### src/ubs_pkg.sv
package ubs_pkg;

    localparam logic [7:0] QMARK           = 8'h3F;
    localparam int         UBS_QUEUE_DEPTH = 5;

    typedef struct packed {
        logic [7:0] in_byte;
        logic       in_last;
    } t_in_beat;

    typedef struct packed {
        logic [7:0] out_byte;
        logic       out_last;
    } t_out_beat;

    // One input byte's worth of output: up to four bytes, count stored minus one.
    typedef struct packed {
        logic [3:0][7:0] bytes;
        logic [1:0]      cnt_m1;
        logic            last;
    } t_burst;

    function automatic logic [2:0] lead_length(input logic [7:0] b);
        logic [2:0] len;
        case (b) inside
            [8'h00:8'h7F]: len = 3'd1;
            [8'hC2:8'hDF]: len = 3'd2;
            [8'hE0:8'hEF]: len = 3'd3;
            [8'hF0:8'hF4]: len = 3'd4;
            default:       len = 3'd0;
        endcase
        return len;
    endfunction

    function automatic logic is_cont(input logic [7:0] b);
        return b[7:6] == 2'b10;
    endfunction

    function automatic logic second_ok(input logic [7:0] lead, input logic [7:0] b);
        logic ok;
        ok = is_cont(b);
        if (lead == 8'hE0 && b < 8'hA0) ok = 1'b0;
        if (lead == 8'hED && b > 8'h9F) ok = 1'b0;
        if (lead == 8'hF0 && b < 8'h90) ok = 1'b0;
        if (lead == 8'hF4 && b > 8'h8F) ok = 1'b0;
        return ok;
    endfunction

endpackage

### src/ubs_front.sv
module ubs_front import ubs_pkg::*; (
    input  logic     i_clk,
    input  logic     i_rst_n,
    input  logic     i_valid,
    input  t_in_beat i_in_beat,
    input  logic     i_full,
    output logic     o_push,
    output t_burst   o_burst
);

    logic [7:0]      r_lead, n_lead;
    logic [2:0]      r_need, n_need;
    logic [1:0]      r_hc, n_hc;
    logic [1:0][7:0] r_c;

    logic [7:0]      b;
    logic            last;
    logic            accept;
    logic [2:0]      fr_len;
    logic            fr_emit;
    logic [7:0]      fr_byte;
    logic            ok;
    logic [2:0]      hc_ext;
    logic            open_fresh;
    logic            cont_we;
    logic [2:0]      n_out;
    logic [3:0][7:0] bytes;

    assign b      = i_in_beat.in_byte;
    assign last   = i_in_beat.in_last;
    assign accept = i_valid && !i_full;

    always_comb begin
        fr_len     = lead_length(b);
        fr_emit    = (fr_len == 3'd1) || (fr_len == 3'd0) || last;
        fr_byte    = (fr_len == 3'd1) ? b : QMARK;
        ok         = (r_hc == 2'd0) ? second_ok(r_lead, b) : is_cont(b);
        hc_ext     = {1'b0, r_hc};
        bytes      = {4{QMARK}};
        n_out      = 3'd0;
        n_lead     = r_lead;
        n_need     = r_need;
        n_hc       = r_hc;
        cont_we    = 1'b0;
        open_fresh = 1'b0;

        if (r_need == 3'd0) begin
            n_out      = {2'b00, fr_emit};
            bytes[0]   = fr_byte;
            open_fresh = !fr_emit;
        end else if (ok) begin
            if (hc_ext + 3'd2 >= r_need) begin
                // sequence complete: lead, held continuations, this byte
                bytes[0] = r_lead;
                bytes[1] = (r_hc == 2'd0) ? b : r_c[0];
                bytes[2] = (r_hc == 2'd1) ? b : r_c[1];
                bytes[3] = b;
                n_out    = hc_ext + 3'd2;
                n_need   = 3'd0;
                n_hc     = 2'd0;
            end else if (last) begin
                n_out  = hc_ext + 3'd2;
                n_need = 3'd0;
                n_hc   = 2'd0;
            end else begin
                cont_we = 1'b1;
                n_hc    = r_hc + 2'd1;
            end
        end else begin
            // broken sequence: lead and held bytes become '?', byte decoded afresh
            n_out               = hc_ext + 3'd1 + {2'b00, fr_emit};
            bytes[r_hc + 2'd1]  = fr_byte;
            n_need              = 3'd0;
            n_hc                = 2'd0;
            open_fresh          = !fr_emit;
        end

        if (open_fresh) begin
            n_lead = b;
            n_need = fr_len;
            n_hc   = 2'd0;
        end
    end

    always_ff @(posedge i_clk) begin
        if (!i_rst_n) begin
            r_lead <= 8'd0;
            r_need <= 3'd0;
            r_hc   <= 2'd0;
        end else if (accept) begin
            r_lead <= n_lead;
            r_need <= n_need;
            r_hc   <= n_hc;
        end
    end

    always_ff @(posedge i_clk) begin
        if (accept && cont_we) begin
            r_c[r_hc[0]] <= b;
        end
    end

    assign o_push         = accept && (n_out != 3'd0);
    assign o_burst.bytes  = bytes;
    assign o_burst.cnt_m1 = 2'(n_out - 3'd1);
    assign o_burst.last   = last;

endmodule

### src/ubs_queue.sv
module ubs_queue import ubs_pkg::*; #(
    parameter int DEPTH = UBS_QUEUE_DEPTH
) (
    input  logic   i_clk,
    input  logic   i_rst_n,
    input  logic   i_push,
    input  t_burst i_burst,
    input  logic   i_pop,
    output t_burst o_head,
    output logic   o_head_valid,
    output logic   o_full
);

    localparam int PW = $clog2(DEPTH);
    localparam int CW = $clog2(DEPTH + 1);

    t_burst          r_slots [DEPTH];
    logic [PW-1:0]   r_wr, n_wr;
    logic [PW-1:0]   r_rd, n_rd;
    logic [CW-1:0]   r_count, n_count;

    always_comb begin
        n_wr    = r_wr;
        n_rd    = r_rd;
        n_count = r_count;
        if (i_push) begin
            n_wr = (r_wr == PW'(DEPTH - 1)) ? '0 : r_wr + 1'b1;
        end
        if (i_pop) begin
            n_rd = (r_rd == PW'(DEPTH - 1)) ? '0 : r_rd + 1'b1;
        end
        case ({i_push, i_pop})
            2'b10:   n_count = r_count + 1'b1;
            2'b01:   n_count = r_count - 1'b1;
            default: n_count = r_count;
        endcase
    end

    always_ff @(posedge i_clk) begin
        if (!i_rst_n) begin
            r_wr    <= '0;
            r_rd    <= '0;
            r_count <= '0;
        end else begin
            r_wr    <= n_wr;
            r_rd    <= n_rd;
            r_count <= n_count;
        end
    end

    always_ff @(posedge i_clk) begin
        if (i_push) begin
            r_slots[r_wr] <= i_burst;
        end
    end

    assign o_head       = r_slots[r_rd];
    assign o_head_valid = (r_count != '0);
    assign o_full       = (r_count == CW'(DEPTH));

endmodule

### src/ubs_back.sv
module ubs_back import ubs_pkg::*; (
    input  logic      i_clk,
    input  logic      i_rst_n,
    input  t_burst    i_head,
    input  logic      i_head_valid,
    input  logic      i_stall,
    output logic      o_valid,
    output t_out_beat o_out_beat,
    output logic      o_pop
);

    logic [1:0] r_idx, n_idx;
    logic       is_end;
    logic       beat_ok;

    assign is_end  = (r_idx == i_head.cnt_m1);
    assign beat_ok = i_head_valid && !i_stall;

    always_comb begin
        n_idx = r_idx;
        if (beat_ok) begin
            n_idx = is_end ? 2'd0 : r_idx + 2'd1;
        end
    end

    always_ff @(posedge i_clk) begin
        if (!i_rst_n) begin
            r_idx <= 2'd0;
        end else begin
            r_idx <= n_idx;
        end
    end

    assign o_valid             = i_head_valid;
    assign o_out_beat.out_byte = i_head.bytes[r_idx];
    assign o_out_beat.out_last = i_head.last && is_end;
    assign o_pop               = beat_ok && is_end;

endmodule

### src/utf8_byte_sanitizer_core.sv
// UTF-8 byte sanitizer.
// Input channel (i_valid / o_stall / i_in_beat): one string byte per beat, in_last
// on the final byte. Output channel (o_valid / i_stall / o_out_beat): sanitized
// bytes, well-formed sequences unchanged, each rejected byte replaced by '?'.
// A beat is taken at a clock edge where valid is high and stall is low.
// Throughput: one input beat per cycle while the queue has room, and one output
// beat per cycle while i_stall is low. A sequence's bytes are held until its last
// byte arrives, then leave as a burst of up to four beats, one per cycle unless
// stalled. A burst is written into the queue register and leaves from its head.
// The front decoder accepts a beat whenever the burst queue (QUEUE_DEPTH entries)
// has room; o_stall is the queue-full flag. A stalled receiver holds the output
// beat steady and backs the queue up until the front stalls too.
// Every string is flushed on in_last: a sequence still open becomes '?' bytes
// and out_last marks the final output beat.
// Reset (i_rst_n low, synchronous) closes any open sequence and empties the queue.
module utf8_byte_sanitizer_core import ubs_pkg::*; #(
    parameter int QUEUE_DEPTH = UBS_QUEUE_DEPTH
) (
    input  logic      i_clk,
    input  logic      i_rst_n,
    input  logic      i_valid,
    output logic      o_stall,
    input  t_in_beat  i_in_beat,
    output logic      o_valid,
    input  logic      i_stall,
    output t_out_beat o_out_beat
);

    logic   w_push;
    t_burst w_burst;
    logic   w_pop;
    t_burst w_head;
    logic   w_head_valid;
    logic   w_full;

    ubs_front u_front (
        .i_clk     (i_clk),
        .i_rst_n   (i_rst_n),
        .i_valid   (i_valid),
        .i_in_beat (i_in_beat),
        .i_full    (w_full),
        .o_push    (w_push),
        .o_burst   (w_burst)
    );

    ubs_queue #(
        .DEPTH (QUEUE_DEPTH)
    ) u_queue (
        .i_clk        (i_clk),
        .i_rst_n      (i_rst_n),
        .i_push       (w_push),
        .i_burst      (w_burst),
        .i_pop        (w_pop),
        .o_head       (w_head),
        .o_head_valid (w_head_valid),
        .o_full       (w_full)
    );

    ubs_back u_back (
        .i_clk        (i_clk),
        .i_rst_n      (i_rst_n),
        .i_head       (w_head),
        .i_head_valid (w_head_valid),
        .i_stall      (i_stall),
        .o_valid      (o_valid),
        .o_out_beat   (o_out_beat),
        .o_pop        (w_pop)
    );

    assign o_stall = w_full;

    a_push_not_full: assert property (@(posedge i_clk) disable iff (!i_rst_n)
        w_push |-> !w_full)
        else $error("burst pushed into full queue");

    a_pop_on_beat: assert property (@(posedge i_clk) disable iff (!i_rst_n)
        w_pop |-> (o_valid && !i_stall))
        else $error("queue popped without an output beat");

    a_last_ends_burst: assert property (@(posedge i_clk) disable iff (!i_rst_n)
        (o_valid && !i_stall && o_out_beat.out_last) |-> w_pop)
        else $error("out_last before the end of a burst");

    a_reset_empty: assert property (@(posedge i_clk)
        !i_rst_n |=> !o_valid)
        else $error("output valid right after reset");

endmodule
### config.mk
export PLATFORM = sky130hd
export DESIGN_NAME = utf8_byte_sanitizer_core
export DESIGN_NICKNAME = d
export VERILOG_FILES = /design/src/ubs_pkg.sv /design/src/ubs_front.sv /design/src/ubs_queue.sv /design/src/ubs_back.sv /design/src/utf8_byte_sanitizer_core.sv
export SDC_FILE = /design/constraint.sdc
export NUM_CORES = 1
export LEC_CHECK = 0
export ABC_AREA = 1
export BUFFER_PORTS_ARGS = -buffer_cell sky130_fd_sc_hd__buf_2
export CAP_MARGIN = 20
export CORE_MARGIN = 4
export CORE_UTILIZATION = 34
export CTS_CLUSTER_DIAMETER = 150
export DETAILED_ROUTE_END_ITERATION = 7
export GPL_TIMING_DRIVEN = 1
export HOLD_SLACK_MARGIN = 0.08
export SYNTH_ARGS = -nofsm -noshare
export SYNTH_HDL_FRONTEND = slang
export SYNTH_SLANG_ARGS = --single-unit
### constraint.sdc
create_clock -name i_clk -period 6.2 [get_ports i_clk]
set_input_delay 0.62 -clock i_clk [delete_from_list [all_inputs] [get_ports i_clk]]
set_output_delay 0.62 -clock i_clk [all_outputs]
set_load 0.03 [all_outputs]
# ---- After elaboration in Yosys (flattened, before gate mapping)
# Memory sizes are Yosys's and may differ from the RTL's. A register that Yosys moved wholly into a read port is not among the register bits.
# Index checks and enable logic that the tools add are counted.
dict set report word_totals {
  reg_bits 40
  ram_bits 175
  in_bits 13
  out_inout_bits 11
  elab_cells 137
  mem_count 1
}
dict set report op_classes {
  addsub 10
  magnitude_cmp 18
  eq_ne 15
  mux 51
  bitwise 3
  reduce_logical 30
}
# memory words width read_ports rd_clocked_by_memory_dff write_ports line_no
set mem_list {}
lappend mem_list {u_queue.r_slots 5 35 1 1 1 ubs_queue.sv:17} ;# t_burst r_slots [DEPTH];
# cell count
set op_table {}
lappend op_table {{$mux 32} 2}
lappend op_table {{$mux 8} 7}
lappend op_table {{$mux 3} 17}
lappend op_table {{$eq 8x8->1 const B} 4}
lappend op_table {{$ge 8x8->1 const B} 3}
lappend op_table {{$le 8x8->1 const B} 3}
lappend op_table {{$mux 24} 1}
lappend op_table {{$not 24->24} 1}
lappend op_table {{$or 24x24->24} 1}
lappend op_table {{$bmux 8 s2} 1}
lappend op_table {{$bwmux 16} 1}
lappend op_table {{$demux 8 s2} 1}
lappend op_table {{$gt 8x8->1 const B} 2}
lappend op_table {{$logic_and 1x1->1} 16}
lappend op_table {{$lt 8x8->1 const B} 2}
lappend op_table {{$mux 1} 13}
lappend op_table {{$mux 2} 6}
lappend op_table {{$add 3x1->3 const B} 3}
lappend op_table {{$eq 3x3->1 const B} 3}
lappend op_table {{$and 8x8->8} 1}
lappend op_table {{$demux 8 s1} 1}
lappend op_table {{$ge 8x1->1 const B} 1}
lappend op_table {{$le 8x7->1 const B} 1}
lappend op_table {{$logic_not 3->1} 2}
lappend op_table {{25 further kinds} 34}

# ---- Depth between registers and ports, before layout
# Gate-level depths: netlist (run 1).
dict set report logic_depth {
  depth_word 16
  mapped_depth 22
  ltp_nobuf 21
}

# ---- Hierarchy
# Synthesis (run 1) repeated with hierarchy kept, for this count alone.
dict set report unflattened {
  cells_unflattened 1158
  area_unflattened_um2 10561.4
}
# module instances cells_each area_per_inst_um2 seq_area_each_um2
set by_module_without_submodules {}
lappend by_module_without_submodules {ubs_queue 1 773 7967.6 5495.3}
lappend by_module_without_submodules {ubs_front 1 312 2169.6 740.7}
lappend by_module_without_submodules {ubs_back 1 73 424.2 40.0}

# ---- Worst setup path before layout (run 1)
# OpenSTA, ideal clock, no wires.
dict set report synth_timing {
  path_type {reg-to-reg}
  start {reg u_front.r_hc[0]}
  end {mem u_queue.r_slots[3][0] (netlist name), enable pin}
  setup_time_ns 0.471
  arrival_ns 4.547
  required_ns 5.729
  path_slack_ns 1.182
  stages_incl_launch_ff 17
  synth_period_minus_slack_ns 5.018
  path_cell_list {dfxtp_1 -> inv_1 -> ha_1 -> nand2_1 -> nor2_1 -> nand3_1 -> nor2_2 -> nand3_2 -> nand2_4 -> inv_1 -> buf_2 -> nand2_1 -> o211ai_1 -> ha_1 -> nand2_4 -> nand2_4 -> nor3_1}
}
dict set report synth_between {
  elab_chain_len 9
  elab_cells_between_ends 14
  cone_classes {add/sub (3); order compare (1); mux (7); reduce/logical (3)}
}
# item line_no
set synth_rtl {}
lappend synth_rtl {{from (decl)} ubs_front.sv:13} ;# logic [1:0] r_hc, n_hc;
lappend synth_rtl {{from (signal assigned)} ubs_front.sv:93} ;# r_hc <= n_hc;
lappend synth_rtl {{$add 2x2->3} {ubs_front.sv:52, ubs_front.sv:58, ubs_front.sv:62}}
lappend synth_rtl {{$ge 3x3->1 or $mux 3 (tied branches)} {ubs_front.sv:52, ubs_front.sv:61}}
lappend synth_rtl {{$mux 3} ubs_front.sv:52} ;# if (hc_ext + 3'd2 >= r_need) begin
lappend synth_rtl {{$mux 3 *} ubs_front.sv:51} ;# end else if (ok) begin
lappend synth_rtl {{$mux 3 *} ubs_front.sv:47} ;# if (r_need == 3'd0) begin
lappend synth_rtl {{$reduce_bool 3->1 *} ubs_front.sv:103} ;# assign o_push = accept && (n_out != 3'd0);
lappend synth_rtl {{$logic_and 1x1->1 *} ubs_front.sv:103}
lappend synth_rtl {{$mux 1 *} ubs_queue.sv:52} ;# if (i_push) begin
lappend synth_rtl {{$mux 1 (not written as such) *} ubs_queue.sv:53} ;# r_slots[r_wr] <= i_burst;
lappend synth_rtl {{to (decl)} ubs_queue.sv:17}
# Mark *: on every way between the ends. The rest lies on a longest branch, timed or not.

# ---- Final worst setup path (run 1)
dict set report layout_timing {
  start {reg u_front.r_hc[1]}
  end {mem u_queue.r_slots[2][31] (netlist name), enable pin}
}
# Same word-level chain as after synthesis.

==> flow_summary.ini, run 1 <==
[clocking]
clk_path_buf_depth = 3
cts_hold_buffers = 0
cts_tree = yes
clock_latency_ns = 0.53
cts_root_buf = clkbuf_16
cts_setup_buffers = 0
cts_buffers = 25
clock-sinks = 218
cts.clk_slew.worst_paths_ns = 0.06
postCtsResizedCells = 0
cts_max_level = 1

[yosys]
synth-edff-count = 191
ys_ff_latch = 218
yosysWarnings = 0
async_flop_share_pct = 0
synth_area_per_cell_um2 = 10.9
synthFlopType = edfxtp_1
synth_cells = 894
ys_seq_area_share_pct = 64.6
syn_nets = 924
syn_area_mm2 = 0.00972
netlist-cell-type-count = 46

[die]
die_w_um = 177
boundaryPins = 24
rows = 61
start_util_pct = 34.7
chipHeight_um = 177
fp.dieArea_mm2 = 0.0313
core_area_mm2 = 0.0280

[run_status]
status = finished, final reports clean

[critical_path]
crit_path_start_kind = flop
critPathMaxStageDelay_ns = 0.59
rr_worst_depth = 16
path_cells = inv_1, ha_1, nand2_1, nor2_1, nand3_1, nor2_2, nand3_2, nand2_4, inv_1, nand2_1, o211ai_1, ha_1, nand2_4, nand3_1, nor2_4, buf_16
timing.rr.start = u_front.r_hc[1]
crit_slowest_cell = nor2_4
setup.worst_path.class = flop to flop
critPathCaptureType = flop
critical_path_required_ns = 6.43
worstSetupStartpoint = u_front.r_hc[1]
critPathArrivalTime_ns = 4.20
worstPathMaxFanout = 25

[timing]
drv_slew = 0
clock_skew_ns = 0.0220
maxSlewHeadroom_pct = 45.3
rsz0062_at_grt = no
post-route-min-period_ns = 3.97
timing.fmax_mhz = 252
period_share_pct = 64.1
finalSetupTns_ns = 0
worstMarginPinSlew_ns = 0.816
hold_violations = 0
setup_violations = 0

[worst_hold_path]
hold_class = input port to flop
holdPathStages = 1
hp-start = i_in_beat[0]

[global_route]
gr-usage-all-layers_pct = 14.7
grt_pass1_vias = 6379
grt_max_degree = 72
grt-ovfl-total = 0
antenna_found_initial = 0
grt_first_pass_wirelength_um = 36400

[power_and_ir_drop]
power.density_mw_per_mm2 = 348
p_leak_nw = 3.75
vdd_drop_max_mv = 0.239

[final_layout]
antennaDiodeCount = 0
fin_nets = 940
mostFrequentLayoutCell = edfxtp_1
final_cell_mix = edfxtp_1, o21ai_0, nor2_1
num-fill-cells = 2688
post-route-util_pct = 39.3
drive_above_1_share_pct = 12.2
ff_latch_area_mm2 = 0.00628
syn_to_final_growth_pct = 13.4
multiInputGateArea_mm2 = 0.00302

[placed_design]
hpwlAfterDp_um = 13900
globalplace.congestion = 0.882
port_buffers = 23

[routing]
drt_first_pass_iters = 5
drt-met1-wl_um = 10600
routed_wl_um = 22900
wl_met3_um = 1210
postRouteAntennaNets = 0
wl_per_cell_um = 17.5
vias = 6707
dr.first_iter.drc_count = 731
drc = 0
wl_met2_um = 10600
via_per_inst = 5.14
highest_layer = met4

[run]
drv_cap = 0
path summary, 6_finish.rpt:
| path | end | slack, ns |
|---|---|---|
| setup / recovery | u_queue.r_slots[2][31] | 2.23 |
| hold / removal | u_queue.r_slots[1][0] | 0.37 |
| setup reg to reg | u_queue.r_slots[2][31] | 2.23 |
| hold reg to reg | u_front.r_lead[6] | 0.47 |
through the flow:
stage,std cells,total power [mW],setup slack (ns),hold WS [ns],instance area (um^2)
finish,1306,3.84,2.23,0.368,11000
global route,1306,4.02,1.83,0.362,11000
CTS,1306,3.86,2.19,0.357,11000
detailed placement,1261,2.48,2.18,0.467,10200
global placement,1259,2.46,2.08,0.459,10200
floorplan,894,2.27,1.18,0.445,9720
registers in the layout, indices dropped and copies added, names as in the netlist, named ones only:
name and cells:
u_back.r_idx 2, u_front.r_c 16, u_front.r_hc 2, u_front.r_lead 8, u_front.r_need 3, u_queue.r_count 3
u_queue.r_rd 3, u_queue.r_slots 175, u_queue.r_wr 3
cells in the mapped netlist, types with 3 or more instances:
library cell	number	area (um^2)
edfxtp_1	191	5740
o21ai_0	151	756
nor2_1	149	559
nand2_1	70	263
inv_1	50	188
o22ai_1	43	269
nand3_1	35	175
a21oi_1	32	160
dfxtp_1	27	541
clkbuf_1	24	90.1
ha_1	16	200
buf_2	13	65.1
o21ai_1	9	45.0
inv_2	7	26.3
nor3_1	7	35.0
a22oi_1	6	45.0
nand2_4	6	67.6
nand2_2	5	31.3
a31oi_1	4	25.0
nand3_2	4	40.0
xor2_1	4	35.0
buf_6	3	33.8
nor2_4	3	33.8
power by group:
part	leakage [nW]	switching, mW	internal (mW)
combinational	1.49	0.510	0.191
sequential	1.88	0.0257	1.72
clock	0.379	0.568	0.821
cell type report:
type / count / share of cell area (%)
Clock inverter: 8 / 0.851
Sequential cell: 218 / 57.0
Clock buffer: 37 / 6.27
Multi-Input combinational cell: 570 / 27.4
Timing Repair Buffer: 35 / 2.16
Inverter: 60 / 2.05
Tap cell: 378 / 4.29
logic make-up after synthesis:
family | count (synthesis) | synth area share [%]
AOI/OAI and AO/OA | 258 | 14.7
xor gates and xnor gates | 6 | 0.541
adders and majority gates | 17 | 2.27
buffers and inverters | 106 | 4.61
DFF | 218 | 64.6
and+or+nand+nor | 289 | 13.3
metal layers:
layer	vias to the layer above	global-route usage (%)
li1	3232	-
met1	3252	21.2
met3	43	1.88
met5	-	0
met4	0	3.26
met2	180	23.8
worst max-delay path: cells and delay by family (launching register included):
| family | cells | cell delay [ns] |
|---|---|---|
| AND/OR/NAND/NOR | 10 | 1.81 |
| buffers and inverters | 3 | 0.76 |
| adder cells (fa/ha/maj) | 2 | 0.58 |
| flip-flops | 1 | 0.39 |
| AO/OA/AOI/OAI | 1 | 0.10 |
Power figures use the tool's default switching activity.
==> run 2: changes to the inputs <==
clock period = 4.2 ns   (was 6.2 ns; I/O delays follow)
==> flow_summary.ini, run 2 (synthesis gave the netlist of run 1 again) <==
[final_layout]
drive_above_1_share_pct = 12.4
fin_nets = 941
final_cell_mix = edfxtp_1, o21ai_0, nor2_1
antennaDiodeCount = 0
final_area_mm2 = 0.0110
top_register = u_queue.r_slots
post-route-util_pct = 39.3
syn_to_final_growth_pct = 13.4
mostFrequentLayoutCell = edfxtp_1
largest_register_ffs = 175
num-fill-cells = 2737

[placed_design]
hpwlAfterDp_um = 14000
globalplace.congestion = 0.864
placement.cell_area_mm2 = 0.0102
port_buffers = 23

[worst_hold_path]
hold_class = input port to flop
min_delay_worst_endpoint = u_queue.r_slots[2][0]
holdPathStages = 1
hp-start = i_in_beat[0]

[timing]
setup_violations = 0
maxSlewHeadroom_pct = 52.2
clock_skew_ns = 0.0142
hold_violations = 0
post-route-min-period_ns = 3.78
holdWs_ns = 0.183
finalSetupTns_ns = 0
worstMarginPinSlew_ns = 0.711
period_share_pct = 90.0
rsz0062_at_grt = no
drv_slew = 0
timing.fmax_mhz = 265

[critical_path]
ff2ff_setup_slack_ns = 0.42
critPathMaxStageDelay_ns = 0.47
critPathArrivalTime_ns = 4.17
setup.worst_path.class = flop to flop
critPathTopFamily = adder cells
r2r-end = u_queue.r_count[2]
critPathCaptureType = flop
rr_worst_depth = 19
crit_buf_inv = 3
cp_num_cells = 19
worstPathMaxFanout = 16
timing.rr.start = u_front.r_hc[1]
crit_path_start_kind = flop
path_cells = inv_1, ha_1, nand3b_1, nand3_2, inv_2, nand2_1, nor2_4, nand2_1, nand2_1, ha_1, nand2_4, nand2_4, ha_1, inv_1, fa_1, a21oi_1, o21ai_0, o21ai_0, a21oi_1
critical_path_required_ns = 4.59
crit_slowest_cell = dfxtp_1

[clocking]
cts_tree = yes
clk_path_buf_depth = 3
cts_root_buf = clkbuf_16
cts_buffers = 24
cts_setup_buffers = 0
clock_latency_ns = 0.52
cts.clk_slew.worst_paths_ns = 0.06
clock-sinks = 218
cts_max_level = 1
postCtsResizedCells = 0
cts_hold_buffers = 0

[global_route]
grt_max_degree = 67
gr-usage-all-layers_pct = 14.6
grt_pass1_vias = 6545
grt-ovfl-total = 0
grt_first_pass_wirelength_um = 36300
antenna_found_initial = 0

[die]
boundaryPins = 24
rows = 61
core_area_mm2 = 0.0280
die_w_um = 177
fp.dieArea_mm2 = 0.0313
chipHeight_um = 177
start_util_pct = 34.7

[routing]
dr.first_iter.drc_count = 584
wl_per_cell_um = 17.7
postRouteAntennaNets = 0
drt_first_pass_iters = 8
routed_wl_um = 23200
drc = 0
via_per_inst = 5.12
vias = 6689

[power_and_ir_drop]
p_leak_nw = 3.75
power.density_mw_per_mm2 = 513
finalPower_mw = 5.65
vdd_drop_max_mv = 0.271

[run_status]
status = finished, final reports clean

[run]
drv_cap = 0
-- run 2: cell types whose count changed in the layout (fill, tap and decap cells not counted) --
cell | before | now
buf_16 | 1 | 0
clkinv_8 | 0 | 1
bufinv_16 | 1 | 2
clkbuf_1 | 10 | 4
inv_16 | 1 | 0
clkbuf_16 | 25 | 24
clkinv_2 | 3 | 6
buf_4 | 10 | 12
buf_12 | 1 | 2
clkinv_1 | 2 | 7
inv_6 | 1 | 0
clkinv_4 | 2 | 0
-- run 2: through the flow --
stage	instances	setup WS [ns]
2_1_floorplan	894	-0.818
3_3_place_gp	1263	0.576
3_5_place_dp	1263	0.433
4_1_cts	1307	0.420
5_1_grt	1307	0.0309
6_report	1307	0.420
-- run 2: worst max path at each step --
stage                          from               endpoint  slack [ns]
floorplan           u_front.r_hc[0]  u_queue.r_slots[3][0]       -0.82
global placement    u_front.r_hc[1]     u_queue.r_count[2]        0.58
detailed placement  u_front.r_hc[1]     u_queue.r_count[2]        0.43
CTS                 u_front.r_hc[1]     u_queue.r_count[2]        0.42
global route        u_front.r_hc[1]     u_queue.r_count[2]        0.03
finish              u_front.r_hc[1]     u_queue.r_count[2]        0.42
-- run 2: worst register-to-register path, delay by kind of cell, from the launching register on --
family,cells,cell delay (ns)
adder cells (fa/ha/maj),4,1.15
buffers and inverters,3,0.50
AND/OR/NAND/NOR,8,1.09
AO/OA/AOI/OAI,4,0.46
flip-flops,1,0.47
-- run 2: layout make-up --
| type | instances | area, um^2 | share of cell area (%) |
|---|---|---|---|
| multi-input cells | 570 | 3020 | 27.4 |
| inverters | 60 | 226 | 2.06 |
| well taps | 378 | 473 | 4.29 |
| repair buffers | 37 | 245 | 2.23 |
| flip-flops and latches | 218 | 6280 | 57.0 |
| clock buffers | 30 | 643 | 5.84 |
| clock inverters | 14 | 128 | 1.16 |
-- run 2: where the power goes --
part | total (mW) | switching [mW] | internal (mW)
clock network | 2.03 | 0.824 | 1.21
registers | 2.60 | 0.0547 | 2.54
logic | 1.02 | 0.735 | 0.283
total | 5.65 | 1.61 | 4.03
-- run 2: routing by layer --
metal | vias up | track usage [%] | routed length [um]
met5 | - | 0 | 0
met4 | 0 | 3.26 | 433
met3 | 36 | 2.35 | 1320
met2 | 189 | 24.5 | 11100
met1 | 3238 | 20.1 | 10300
li1 | 3226 | - | -
==> run 3: changes to the inputs <==
SYNTH_HIERARCHICAL = 1   (was unset)
==> flow_summary.ini, run 3 <==
[run_status]
status = finished, final reports clean

[timing]
holdWs_ns = 0.178
drv_slew = 0
setup_slack_ns = 0.601
period_share_pct = 85.7
maxSlewHeadroom_pct = 43.4
worstMarginPinSlew_ns = 0.850
rsz0062_at_grt = no
post-route-min-period_ns = 3.60
hold_violations = 0
clock_skew_ns = 0.0102
setup_violations = 0
timing.fmax_mhz = 278

[final_layout]
largest_register_ffs = 175
mostFrequentLayoutCell = nand2_1
top_register = u_queue/r_slots
drive_above_1_share_pct = 8.33
syn_to_final_growth_pct = 11.5
antennaDiodeCount = 0
final_cell_mix = nand2_1, inv_1, edfxtp_1
fin_nets = 1202

[yosys]
synthFlopType = edfxtp_1
syn_area_mm2 = 0.0106
yosysWarnings = 6
ys_seq_area_share_pct = 59.4
synth_area_per_cell_um2 = 9.12
syn_nets = 1188
synth_common_cells = nand2_1, inv_1, edfxtp_1, nand3_1, nor2_1
synth-edff-count = 191
async_flop_share_pct = 0
synth.top_cells.by_area = edfxtp_1, nand2_1, inv_1
yosysMostFrequentCell = nand2_1
yosysTopAreaCellShare_pct = 54.3
netlist-cell-type-count = 36
synth_area_leader_cell = edfxtp_1
synth_cells = 1158
ys_ff_latch = 218

[power_and_ir_drop]
swShare_pct = 36.2
p_int_mw = 4.53
p_switching_mw = 2.56
seqPwrFrac_pct = 39.5
vdd_drop_max_mv = 0.511
pwr-share-clk_pct = 29.0
p_leak_nw = 5.02
combPwrFrac_pct = 31.5
power.density_mw_per_mm2 = 602

[routing]
via_per_inst = 4.72
vias = 7488
drt_first_pass_iters = 7
dr.first_iter.drc_count = 564
postRouteAntennaNets = 0
wl_per_cell_um = 15.8
drc = 0
routed_wl_um = 25000

[clocking]
postCtsResizedCells = 0
cts_setup_buffers = 0
cts_buffers = 25
clk_path_buf_depth = 3
cts_hold_buffers = 0
clock_latency_ns = 0.52
cts_root_buf = clkbuf_16
cts_tree = yes
clock-sinks = 218
cts.clk_slew.worst_paths_ns = 0.06
cts_max_level = 1

[placed_design]
hpwlAfterDp_um = 15200
globalplace.congestion = 0.889
port_buffers = 23
place_ws_ns = 0.654

[critical_path]
setup.worst_path.class = flop to flop
critPathMaxStageDelay_ns = 0.49
ff2ff_setup_slack_ns = 0.60
worstPathMaxFanout = 18
crit_path_start_kind = flop
timing.rr.start = u_front/r_hc[1]
path_cells = inv_1, ha_1, nand3b_1, nand3_2, nor2_1, nand3_1, nand3_1, o21a_1, ha_1, a21oi_1, inv_1, ha_1, fa_1, inv_1, nand2_1, a21oi_1, nor2_1
critPathArrivalTime_ns = 4.01
r2r-end = u_queue/r_count[2]
critPathCaptureType = flop
critical_path_required_ns = 4.61
crit_slowest_cell = dfxtp_1
rr_worst_depth = 17

[global_route]
grt_max_degree = 71
grt-ovfl-total = 0
gr-usage-all-layers_pct = 14.7
grt_first_pass_wirelength_um = 39800
antenna_found_initial = 0
grt_pass1_vias = 7241

[die]
chipHeight_um = 184
die_w_um = 184
rows = 64
fp.dieArea_mm2 = 0.0339
start_util_pct = 34.5
core_area_mm2 = 0.0306
boundaryPins = 24

[worst_hold_path]
hp-start = i_in_beat[2]
holdPathStages = 1
hold_class = input port to flop
min_delay_worst_endpoint = u_front/r_c[9]

[run]
drv_cap = 0
[run 3: cell types whose count changed in the layout (fill, tap and decap cells not counted), moves of 5 or more]
cell / delta
inv_1: +145
a22oi_1: -6
buf_4: -5
nand4_1: +5
nand2_1: +287
o22ai_1: -22
o21ai_0: -104
o211ai_1: +5
nor2_1: -63
nand3_1: +57
o21ai_1: -5
a21oi_1: -7
[run 3: kinds of logic (layout without fill, tap and decap cells)]
group           count (synthesis)  count (layout)  share of synthesized area, %
compound gates                110             110                          5.77
buf+inv                       250             281                          10.7
fa+ha+maj                      17              17                          2.09
flops                         218             218                          59.4
xor+xnor                        1               1                        0.0829
simple gates                  562             562                          22.0
[run 3: worst max-delay path by stage]
stage | from | end | depth (start not counted)
after floorplan | u_front/r_hc[0] | u_queue/r_slots[1][0] | 14
after global placement | u_front/r_hc[1] | u_queue/r_count[2] | 17
after detailed placement | u_front/r_hc[1] | u_queue/r_count[2] | 17
after CTS | u_front/r_hc[1] | u_queue/r_count[2] | 17
after global routing | u_front/r_hc[0] | u_queue/r_count[2] | 19
final | u_front/r_hc[1] | u_queue/r_count[2] | 17
[run 3: worst max-delay path, delay by kind of cell, from the launching register on]
kind,cells,cell delay [ns]
adders and majority gates,4,1.20
buffers and inverters,3,0.35
DFF,1,0.49
and+or+nand+nor,7,0.87
AOI/OAI and AO/OA,3,0.57
[run 3: per-stage QoR]
stage	TNS (ns)	cell area, um^2	power [mW]	instances	util [%]
floorplan	-1.47	10600	4.46	1158	-
global placement	0	11000	5.06	1541	36.0
detailed placement	0	11000	5.10	1541	36.0
CTS	0	11800	7.16	1585	38.5
global route	0	11800	7.52	1585	38.5
finish	0	11800	7.09	1585	38.5
[run 3: area by class of cell]
type,instances,area (um^2)
clock buffer,30,644
clock inverter,14,123
fill,3042,18800
inverter,202,768
multi-input combinational,690,3200
sequential,218,6280
tap,396,495
timing repair buffer,35,268
[run 3: power by group through the flow]
stage	combinational [mW]	clock, mW	sequential [mW]
finish	2.23	2.06	2.80
global route	2.51	2.19	2.82
CTS	2.26	2.10	2.80
detailed placement	2.25	0	2.85
global placement	2.22	0	2.84
floorplan	1.63	0	2.83
[run 3: routing by layer]
layer / global-route usage, % / routed length, um / share of wire [%]
met5: 0 / 0 / 0
met4: 4.11 / 649 / 2.6
met3: 1.97 / 1220 / 4.9
met2: 23.1 / 11200 / 45
met1: 21.4 / 11900 / 48
